File: src/rle_pkg.sv
// Shared constants, payload types and control structs for the RGB run-length encoder.
`timescale 1ns / 1ps

package rle_pkg;

  // Largest number of literal pixels gathered before a forced flush.
  localparam int unsigned MAX_LITERAL = 60;
  // Width of the literal fill and length counters (holds 0 .. MAX_LITERAL).
  localparam int unsigned FILL_W = $clog2(MAX_LITERAL + 1);
  // Width of an index into the literal memory.
  localparam int unsigned IDX_W = (MAX_LITERAL > 1) ? $clog2(MAX_LITERAL) : 1;

  // Longest repeat run carried in one result.
  localparam logic [7:0] RUN_CAP = 8'd255;

  // Result kinds.
  localparam logic [1:0] KIND_REPEAT  = 2'd0;
  localparam logic [1:0] KIND_HEADER  = 2'd1;
  localparam logic [1:0] KIND_LITERAL = 2'd2;

  typedef logic [23:0] pixel_t;

  typedef struct packed {
    logic [7:0] red;
    logic [7:0] green;
    logic [7:0] blue;
    logic       end_of_stream;
  } in_item_t;

  typedef struct packed {
    logic [1:0] kind;
    logic [7:0] count;
    logic [7:0] out_red;
    logic [7:0] out_green;
    logic [7:0] out_blue;
    logic       final_of_item;
  } out_item_t;

  // State update applied once the leading results of a request are out.
  typedef enum logic [1:0] {
    UPD_BEGIN,
    UPD_INC,
    UPD_APPEND
  } upd_sel_e;

  // Source of the literal flush length.
  typedef enum logic [1:0] {
    LEN_FILL_M1,
    LEN_FILL,
    LEN_FILL_NEXT
  } len_sel_e;

  // Which result the output register takes.
  typedef enum logic [1:0] {
    EMIT_REP,
    EMIT_HDR,
    EMIT_PIX
  } emit_sel_e;

  typedef struct packed {
    logic      load_in;
    logic      len_load;
    len_sel_e  len_sel;
    logic      idx_clr;
    logic      idx_inc;
    logic      upd;
    upd_sel_e  upd_sel;
    logic      clear;
    logic      emit;
    emit_sel_e emit_sel;
    logic      emit_final;
  } cmd_t;

  typedef struct packed {
    logic have_prev;
    logic pix_equal;
    logic fill_zero;
    logic fill_one;
    logic fill_full;
    logic rc_one;
    logic rc_cap;
    logic eos;
    logic pix_last;
    logic out_free;
  } status_t;

endpackage

File: src/rle_datapath.sv
// Datapath of the RGB run-length encoder: run state, literal memory and output register.
`timescale 1ns / 1ps

module rle_datapath (
  input  logic              clk_i,
  input  logic              rst_ni,
  input  rle_pkg::in_item_t in_data_i,
  input  rle_pkg::cmd_t     cmd_i,
  input  logic              out_ready_i,
  output rle_pkg::status_t  status_o,
  output logic              out_valid_o,
  output rle_pkg::out_item_t out_data_o
);

  rle_pkg::pixel_t               in_pix;
  rle_pkg::pixel_t               pix_q;
  logic                          eos_q;
  rle_pkg::pixel_t               prev_q, prev_d;
  logic                          have_q, have_d;
  logic [7:0]                    rc_q, rc_d;
  logic [rle_pkg::FILL_W-1:0]    fill_q, fill_d;
  logic [rle_pkg::FILL_W-1:0]    len_q, len_d;
  logic [rle_pkg::IDX_W-1:0]     idx_q, idx_d;
  logic                          wr_en;
  logic [rle_pkg::IDX_W-1:0]     wr_addr;
  rle_pkg::pixel_t               rdata_q;
  rle_pkg::pixel_t               mem [rle_pkg::MAX_LITERAL];
  logic                          out_valid_q, out_valid_d;
  rle_pkg::out_item_t            out_q;
  rle_pkg::out_item_t            emit_item;

  assign in_pix = {in_data_i.red, in_data_i.green, in_data_i.blue};

  // Status seen by the controller.
  assign status_o.have_prev = have_q;
  assign status_o.pix_equal = (in_pix == prev_q);
  assign status_o.fill_zero = (fill_q == '0);
  assign status_o.fill_one  = (fill_q == rle_pkg::FILL_W'(1));
  assign status_o.fill_full = (fill_q == rle_pkg::FILL_W'(rle_pkg::MAX_LITERAL));
  assign status_o.rc_one    = (rc_q == 8'd1);
  assign status_o.rc_cap    = (rc_q == rle_pkg::RUN_CAP);
  assign status_o.eos       = eos_q;
  assign status_o.pix_last  = ((rle_pkg::FILL_W'(idx_q) + rle_pkg::FILL_W'(1)) == len_q);
  assign status_o.out_free  = !out_valid_q || out_ready_i;

  // Run state update and literal write request.
  always_comb begin
    prev_d  = prev_q;
    have_d  = have_q;
    rc_d    = rc_q;
    fill_d  = fill_q;
    wr_en   = 1'b0;
    wr_addr = fill_q[rle_pkg::IDX_W-1:0];
    if (cmd_i.upd) begin
      case (cmd_i.upd_sel)
        rle_pkg::UPD_BEGIN: begin
          wr_en   = 1'b1;
          wr_addr = '0;
          fill_d  = rle_pkg::FILL_W'(1);
          rc_d    = 8'd1;
          prev_d  = pix_q;
          have_d  = 1'b1;
        end
        rle_pkg::UPD_INC: begin
          fill_d = '0;
          rc_d   = rc_q + 8'd1;
          prev_d = pix_q;
        end
        rle_pkg::UPD_APPEND: begin
          wr_en  = 1'b1;
          fill_d = fill_q + rle_pkg::FILL_W'(1);
          rc_d   = 8'd1;
          prev_d = pix_q;
        end
        default: begin
        end
      endcase
    end
    if (cmd_i.clear) begin
      prev_d = '0;
      have_d = 1'b0;
      rc_d   = 8'd1;
      fill_d = '0;
    end
  end

  // Flush length and read index.
  always_comb begin
    len_d = len_q;
    if (cmd_i.len_load) begin
      case (cmd_i.len_sel)
        rle_pkg::LEN_FILL_M1:   len_d = fill_q - rle_pkg::FILL_W'(1);
        rle_pkg::LEN_FILL:      len_d = fill_q;
        rle_pkg::LEN_FILL_NEXT: len_d = fill_d;
        default:                len_d = len_q;
      endcase
    end
    idx_d = idx_q;
    if (cmd_i.idx_clr) begin
      idx_d = '0;
    end else if (cmd_i.idx_inc) begin
      idx_d = idx_q + rle_pkg::IDX_W'(1);
    end
  end

  // Result selection.
  always_comb begin
    emit_item = '0;
    emit_item.final_of_item = cmd_i.emit_final;
    case (cmd_i.emit_sel)
      rle_pkg::EMIT_REP: begin
        emit_item.kind      = rle_pkg::KIND_REPEAT;
        emit_item.count     = rc_q;
        emit_item.out_red   = prev_q[23:16];
        emit_item.out_green = prev_q[15:8];
        emit_item.out_blue  = prev_q[7:0];
      end
      rle_pkg::EMIT_HDR: begin
        emit_item.kind  = rle_pkg::KIND_HEADER;
        emit_item.count = 8'(len_q);
      end
      rle_pkg::EMIT_PIX: begin
        emit_item.kind      = rle_pkg::KIND_LITERAL;
        emit_item.out_red   = rdata_q[23:16];
        emit_item.out_green = rdata_q[15:8];
        emit_item.out_blue  = rdata_q[7:0];
      end
      default: begin
      end
    endcase
  end

  // The output register empties on a taken request and fills on emit.
  always_comb begin
    out_valid_d = out_valid_q;
    if (cmd_i.emit) begin
      out_valid_d = 1'b1;
    end else if (out_ready_i) begin
      out_valid_d = 1'b0;
    end
  end

  // Control and run state registers.
  always_ff @(posedge clk_i or negedge rst_ni) begin
    if (!rst_ni) begin
      prev_q      <= '0;
      have_q      <= 1'b0;
      rc_q        <= 8'd1;
      fill_q      <= '0;
      len_q       <= '0;
      idx_q       <= '0;
      eos_q       <= 1'b0;
      out_valid_q <= 1'b0;
    end else begin
      prev_q      <= prev_d;
      have_q      <= have_d;
      rc_q        <= rc_d;
      fill_q      <= fill_d;
      len_q       <= len_d;
      idx_q       <= idx_d;
      out_valid_q <= out_valid_d;
      if (cmd_i.load_in) begin
        eos_q <= in_data_i.end_of_stream;
      end
    end
  end

  // Payload registers.
  always_ff @(posedge clk_i) begin
    if (cmd_i.load_in) begin
      pix_q <= in_pix;
    end
    if (cmd_i.emit) begin
      out_q <= emit_item;
    end
  end

  // Literal memory: one write port, one registered read port.
  always_ff @(posedge clk_i) begin
    if (wr_en) begin
      mem[wr_addr] <= pix_q;
    end
    rdata_q <= mem[idx_d];
  end

  assign out_valid_o = out_valid_q;
  assign out_data_o  = out_q;

endmodule

File: src/rle_ctrl.sv
// Controller state machine of the RGB run-length encoder.
`timescale 1ns / 1ps

module rle_ctrl (
  input  logic             clk_i,
  input  logic             rst_ni,
  input  logic             in_valid_i,
  output logic             in_ready_o,
  input  rle_pkg::status_t status_i,
  output rle_pkg::cmd_t    cmd_o
);

  localparam logic [2:0] ST_IDLE = 3'd0;
  localparam logic [2:0] ST_REP  = 3'd1;
  localparam logic [2:0] ST_HDR  = 3'd2;
  localparam logic [2:0] ST_PIX  = 3'd3;
  localparam logic [2:0] ST_UPD  = 3'd4;

  logic [2:0]         state_q, state_d;
  rle_pkg::upd_sel_e  upd_sel_q, upd_sel_d;
  logic               eos_phase_q, eos_phase_d;
  logic               last_item;

  // A result closes the request when it belongs to the end-of-stream flush,
  // or when the request carries no end-of-stream flag.
  assign last_item = eos_phase_q || !status_i.eos;

  always_comb begin
    state_d     = state_q;
    upd_sel_d   = upd_sel_q;
    eos_phase_d = eos_phase_q;
    cmd_o       = '0;
    in_ready_o  = 1'b0;
    case (state_q)
      // Take a pixel and pick the leading results and the state update.
      ST_IDLE: begin
        in_ready_o = 1'b1;
        if (in_valid_i) begin
          cmd_o.load_in = 1'b1;
          eos_phase_d   = 1'b0;
          if (!status_i.have_prev) begin
            upd_sel_d = rle_pkg::UPD_BEGIN;
            state_d   = ST_UPD;
          end else if (status_i.pix_equal) begin
            if (!status_i.fill_zero) begin
              // A repeat starts: the last literal joins the run.
              upd_sel_d = rle_pkg::UPD_INC;
              if (!status_i.fill_one) begin
                cmd_o.len_load = 1'b1;
                cmd_o.len_sel  = rle_pkg::LEN_FILL_M1;
                state_d        = ST_HDR;
              end else begin
                state_d = ST_UPD;
              end
            end else if (!status_i.rc_cap) begin
              upd_sel_d = rle_pkg::UPD_INC;
              state_d   = ST_UPD;
            end else begin
              // Run at its cap: send it and restart with this pixel.
              upd_sel_d = rle_pkg::UPD_BEGIN;
              state_d   = ST_REP;
            end
          end else begin
            if (!status_i.rc_one) begin
              upd_sel_d = rle_pkg::UPD_APPEND;
              state_d   = ST_REP;
            end else if (!status_i.fill_full) begin
              upd_sel_d = rle_pkg::UPD_APPEND;
              state_d   = ST_UPD;
            end else begin
              // Literal store full: flush it, then restart it with this pixel.
              upd_sel_d      = rle_pkg::UPD_BEGIN;
              cmd_o.len_load = 1'b1;
              cmd_o.len_sel  = rle_pkg::LEN_FILL;
              state_d        = ST_HDR;
            end
          end
        end
      end
      // Send the pending repeat run.
      ST_REP: begin
        if (status_i.out_free) begin
          cmd_o.emit       = 1'b1;
          cmd_o.emit_sel   = rle_pkg::EMIT_REP;
          cmd_o.emit_final = last_item;
          if (eos_phase_q) begin
            cmd_o.clear = 1'b1;
            state_d     = ST_IDLE;
          end else begin
            state_d = ST_UPD;
          end
        end
      end
      // Send the literal header and start reading the literal memory.
      ST_HDR: begin
        if (status_i.out_free) begin
          cmd_o.emit     = 1'b1;
          cmd_o.emit_sel = rle_pkg::EMIT_HDR;
          cmd_o.idx_clr  = 1'b1;
          state_d        = ST_PIX;
        end
      end
      // Send one literal pixel per cycle while the output register is free.
      ST_PIX: begin
        if (status_i.out_free) begin
          cmd_o.emit       = 1'b1;
          cmd_o.emit_sel   = rle_pkg::EMIT_PIX;
          cmd_o.emit_final = status_i.pix_last && last_item;
          if (status_i.pix_last) begin
            if (eos_phase_q) begin
              cmd_o.clear = 1'b1;
              state_d     = ST_IDLE;
            end else begin
              state_d = ST_UPD;
            end
          end else begin
            cmd_o.idx_inc = 1'b1;
          end
        end
      end
      // Apply the state update, then start the end-of-stream flush if asked.
      ST_UPD: begin
        cmd_o.upd     = 1'b1;
        cmd_o.upd_sel = upd_sel_q;
        if (status_i.eos) begin
          eos_phase_d = 1'b1;
          if (upd_sel_q != rle_pkg::UPD_INC) begin
            cmd_o.len_load = 1'b1;
            cmd_o.len_sel  = rle_pkg::LEN_FILL_NEXT;
            state_d        = ST_HDR;
          end else begin
            state_d = ST_REP;
          end
        end else begin
          state_d = ST_IDLE;
        end
      end
      default: begin
        state_d = ST_IDLE;
      end
    endcase
  end

  always_ff @(posedge clk_i or negedge rst_ni) begin
    if (!rst_ni) begin
      state_q     <= ST_IDLE;
      upd_sel_q   <= rle_pkg::UPD_BEGIN;
      eos_phase_q <= 1'b0;
    end else begin
      state_q     <= state_d;
      upd_sel_q   <= upd_sel_d;
      eos_phase_q <= eos_phase_d;
    end
  end

endmodule

File: src/rgb_run_length_encoder.sv
// Top level of the RGB run-length encoder.
`timescale 1ns / 1ps

// Encodes a stream of 24-bit RGB pixels into repeat runs (count plus pixel,
// at most 255 per run) and literal groups (a header with the pixel count,
// then the pixels, at most 60 per group). A pixel request is accepted, its
// leading results, if any, are sent, and the run state is updated; an
// end-of-stream request then flushes what is pending. Literal pixels stream
// out of the literal memory at one per cycle through its registered read
// port while the output side is ready. The output register lets a new pixel
// be accepted while the last result still waits to be taken. final_of_item
// marks the last result of each request that has results, and after an
// end-of-stream pixel the run state is cleared to its reset values.
module rgb_run_length_encoder (
  input  logic               clk_i,
  input  logic               rst_ni,
  input  logic               in_valid_i,
  output logic               in_ready_o,
  input  rle_pkg::in_item_t  in_data_i,
  output logic               out_valid_o,
  input  logic               out_ready_i,
  output rle_pkg::out_item_t out_data_o
);

  rle_pkg::cmd_t    cmd;
  rle_pkg::status_t status;

  rle_ctrl u_ctrl (
    .clk_i      (clk_i),
    .rst_ni     (rst_ni),
    .in_valid_i (in_valid_i),
    .in_ready_o (in_ready_o),
    .status_i   (status),
    .cmd_o      (cmd)
  );

  rle_datapath u_datapath (
    .clk_i       (clk_i),
    .rst_ni      (rst_ni),
    .in_data_i   (in_data_i),
    .cmd_i       (cmd),
    .out_ready_i (out_ready_i),
    .status_o    (status),
    .out_valid_o (out_valid_o),
    .out_data_o  (out_data_o)
  );

endmodule

File: config.mk
export PLATFORM = sky130hd
export DESIGN_NAME = rgb_run_length_encoder
export DESIGN_NICKNAME = d
export VERILOG_FILES = /design/src/rle_pkg.sv /design/src/rle_datapath.sv /design/src/rle_ctrl.sv /design/src/rgb_run_length_encoder.sv
export SDC_FILE = /design/constraint.sdc
export NUM_CORES = 2
export LEC_CHECK = 0
export CORE_MARGIN = 10
export CORE_UTILIZATION = 50
export CTS_CLUSTER_DIAMETER = 100
export DETAILED_ROUTE_END_ITERATION = 10
export DONT_BUFFER_PORTS = 1
export PLACE_DENSITY = 0.72
export SLEW_MARGIN = 20
export SYNTH_ARGS = -nofsm -noshare
export SYNTH_HDL_FRONTEND = slang
export SYNTH_SLANG_ARGS = --single-unit
File: constraint.sdc
create_clock -name clk_i -period 6.4 [get_ports clk_i]
set_input_delay 1.28 -clock clk_i [delete_from_list [all_inputs] [get_ports clk_i]]
set_output_delay 1.28 -clock clk_i [all_outputs]
set_load 0.005 [all_outputs]
==> impl_metrics.csv <==
group,metric,value,unit
yosys,syn_area,0.0628,mm^2
pwr,p_clk_share,27.8,%
pwr,leakage,24.2,nW
timing,rsz0062_at_grt,"no",
pwr,p_sw,0.0112,W
worst_setup_path,start_kind,"flip-flop",
yosys,async_flop_share,3.73,%
clock_tree,clockBufferDepth,3,
place,gp_congestion,0.871,
yosys,synthTopCellsByCount,"edfxtp_1, nand2_1, nor2_1",
timing,final_max_slew_viol_count,0,
clock_tree,cts_tree,"yes",
timing,fin_tns_setup,0,ps
worst_setup_path,slowest_stage,"o211a_4",
floorplan,pin_count,66,
timing,min_period_over_period,78.8,%
clock_tree,clk_transition_reported_paths,60,ps
detailed_routing,drc_errors,0,
detailed_routing,vias,38909,
pwr,irDropWorstVdd,0.298,mV
worst_setup_path,r2r_cells,14,
clock_tree,cts-root-buf,"clkbuf_16",
clock_tree,clock_latency,770,ps
global_route,grt_pass1_wl,246000,um
finish,post-route-util,56.4,%
yosys,yosysTopAreaCellShare,71.7,%
finish,synthToLayoutAreaGrowth,11.5,%
yosys,ys_seq_area_share,74.8,%
yosys,synth_top_cell_by_area,"edfxtp_1",
detailed_routing,wirelength,169000,um
clock_tree,cts-buffers-inserted,155,
worst_setup_path,path_cells,"ha_1, and3b_1, o221ai_1, o31ai_2, nand2_1, o211a_4, inv_2, buf_4, nor2_4, buf_4, nand3_1, nand3_1, nand4_1, a31o_1",
clock_tree,cts_sinks,1582,
yosys,avgSynthCellArea,14.2,um^2
worst_setup_path,critPathKind,"reg2reg",
yosys,synth.most_common_cell,"edfxtp_1",
global_route,track_usage,23.3,%
floorplan,rows,129,
yosys,yosysWarnings,0,
clock_tree,post_cts_resized,0,
yosys,synth_fp_nets,4454,
worst_setup_path,cpPeakStageDelay,650,ps
detailed_routing,antenna_left,0,
status,status,"finished clean",
floorplan,initial_core_util,50.5,%
place,io_buffers,0,
detailed_routing,drt_iter0_markers,5989,
floorplan,die-area,0.140,mm^2
pwr,switching_share,35.7,%
detailed_routing,avgViaCountPerCell,6.26,
worst_setup_path,crit_arrival,5710,ps
timing,skew,29.1,ps
timing,tightest_slew,1100,ps
global_route,grt_pass1_vias,36799,
timing,relSlewSlack,26.1,%
clock_tree,hold_buffers,0,
pwr,comb_power_share,31.2,%
worst_setup_path,crit_required,7060,ps
floorplan,fp.dieH,374,um
timing,fin_crit,5040,ps
timing,finalSetupViolCount,0,
pwr,p_per_area,447,mW/mm^2
yosys,synth_seq_cells,1582,
floorplan,die_width,374,um
global_route,grt_max_degree,166,
detailed_routing,wire_per_inst,27.3,um
detailed_routing,dr.pass1.iters,6,
clock_tree,post_cts_buffers,0,
worst_setup_path,crit_fanout,49,
global_route,grt_overflow,0,
timing,fmax,0.198,GHz
floorplan,core_area,0.124,mm^2
pwr,seq_power_share,41.0,%
yosys,synth.area.top_cells,"edfxtp_1, nand2_1, mux2i_1",
yosys,synth_cells,4415,
yosys,synth_flop_cell,"edfxtp_1",
run,drv_cap,0,
worst_setup_path,endpoint_kind,"flip-flop",
yosys,synth_edf_count,1499,
global_route,grt_antenna_before_repair,4,
finish,drive_gt1_share,10.4,%
timing,finalHoldViolCount,0,
clock_tree,htreeDepth,4,
pwr,internal_power,0.0201,W
pwr,total_power,0.0313,W
yosys,yosys.cell_types.count,72,
min_path,hp-class,"in2async",
place,place_hpwl,94100,um
finish,nets,4494,
==> metrics by stage <==
step	setup slack, ps	cells	instance area (um^2)	hold slack (ps)
floorplan	1630	4415	62800	490
global placement	1220	5935	65300	503
detailed placement	1090	5935	65300	512
CTS	1470	6209	70000	174
global route	1210	6209	70000	184
finish	1360	6211	70000	213
==> worst paths after layout <==
path                                       from                     to  slack (ps)
setup / recovery            u_datapath.idx_q[0]  u_datapath.rdata_q[9]        1360
hold / removal                           rst_ni      u_ctrl.state_q[2]         210
setup reg to reg            u_datapath.idx_q[0]  u_datapath.rdata_q[9]        1360
hold reg to reg            u_datapath.prev_q[2]   u_datapath.prev_q[2]         520
max in group asynchronous                rst_ni     u_datapath.rc_q[0]        6010
min in group clk_i         u_datapath.prev_q[2]   u_datapath.prev_q[2]         520
==> layout by cell type (no fill, tap or decap), drive strengths merged, types with 4 or more instances in the layout <==
cell type	netlist	routed
a22oi	27	27
o21ai	144	144
and2	8	8
dfxtp	24	24
nand4	61	61
bufinv	0	8
or3	5	5
a32o	4	4
o211ai	29	29
dfrtp	58	58
nor4	31	31
clkbuf	163	205
nor2	292	292
edfxtp	1499	1499
nor3	15	15
a22o	26	26
a221oi	115	115
nand2	715	715
nand3b	29	29
mux2i	239	239
buf	132	178
nand3	276	276
a31oi	27	27
and3	35	35
a21oi	201	201
mux2	5	5
xnor2	21	21
o22ai	10	10
ha	10	10
a32oi	24	24
a41oi	24	24
inv	22	30
xor2	21	21
o31ai	5	5
clkinv	1	51
a31o	24	24
a21o	4	4
a211oi	51	51
==> sequential cells by signal, summed over array words and instances (netlist names), 8 cells and up <==
| signal | count |
|---|---|
| u_datapath.mem | 1440 |
| u_datapath.out_data_o | 35 |
| u_datapath.pix_q | 24 |
| u_datapath.prev_q | 24 |
| u_datapath.rdata_q | 24 |
| u_datapath.rc_q | 8 |
==> per-layer routing <==
metal,wire [um],GRT usage [%],vias up
met2,76700,35.4,2385
met4,7160,9.84,0
met3,19700,5.04,344
met1,65800,32.4,19345
met5,0,0,-
li1,-,-,16835
==> power groups by stage <==
stage,logic (W),clock network (W),registers (W)
2_1_floorplan,0.00563,0,0.0131
3_3_place_gp,0.00936,0,0.0130
3_5_place_dp,0.00951,0,0.0130
4_1_cts,0.00956,0.00875,0.0128
5_1_grt,0.0103,0.00915,0.0129
6_report,0.00976,0.00869,0.0128
==> layout make-up <==
class | count | area [um^2]
fillers | 9450 | 54200
well taps | 1637 | 2050
diodes | 2 | 5.00
clock inverters | 69 | 574
clock buffers | 205 | 4180
flip-flops and latches | 1582 | 47000
repair buffers | 178 | 1560
multi-input cells | 2515 | 14600
inverters | 23 | 93.8
==> logic make-up after synthesis <==
group	Yosys count	synth area share, %
DFF	1582	74.8
and+or+nand+nor	1484	10.3
AOI/OAI and AO/OA	735	7.86
buffers and inverters	318	2.37
muxes	244	3.90
xor gates and xnor gates	42	0.586
adders and majority gates	10	0.199
==> critical path, delay by kind of cell (launching register included) <==
kind                       cells  cell delay [ps]
AOI/OAI and AO/OA              4             1350
buffers and inverters          3              920
DFF                            1              480
adders and majority gates      1              340
and+or+nand+nor                6             1740
(Power assumes the default switching activity.)
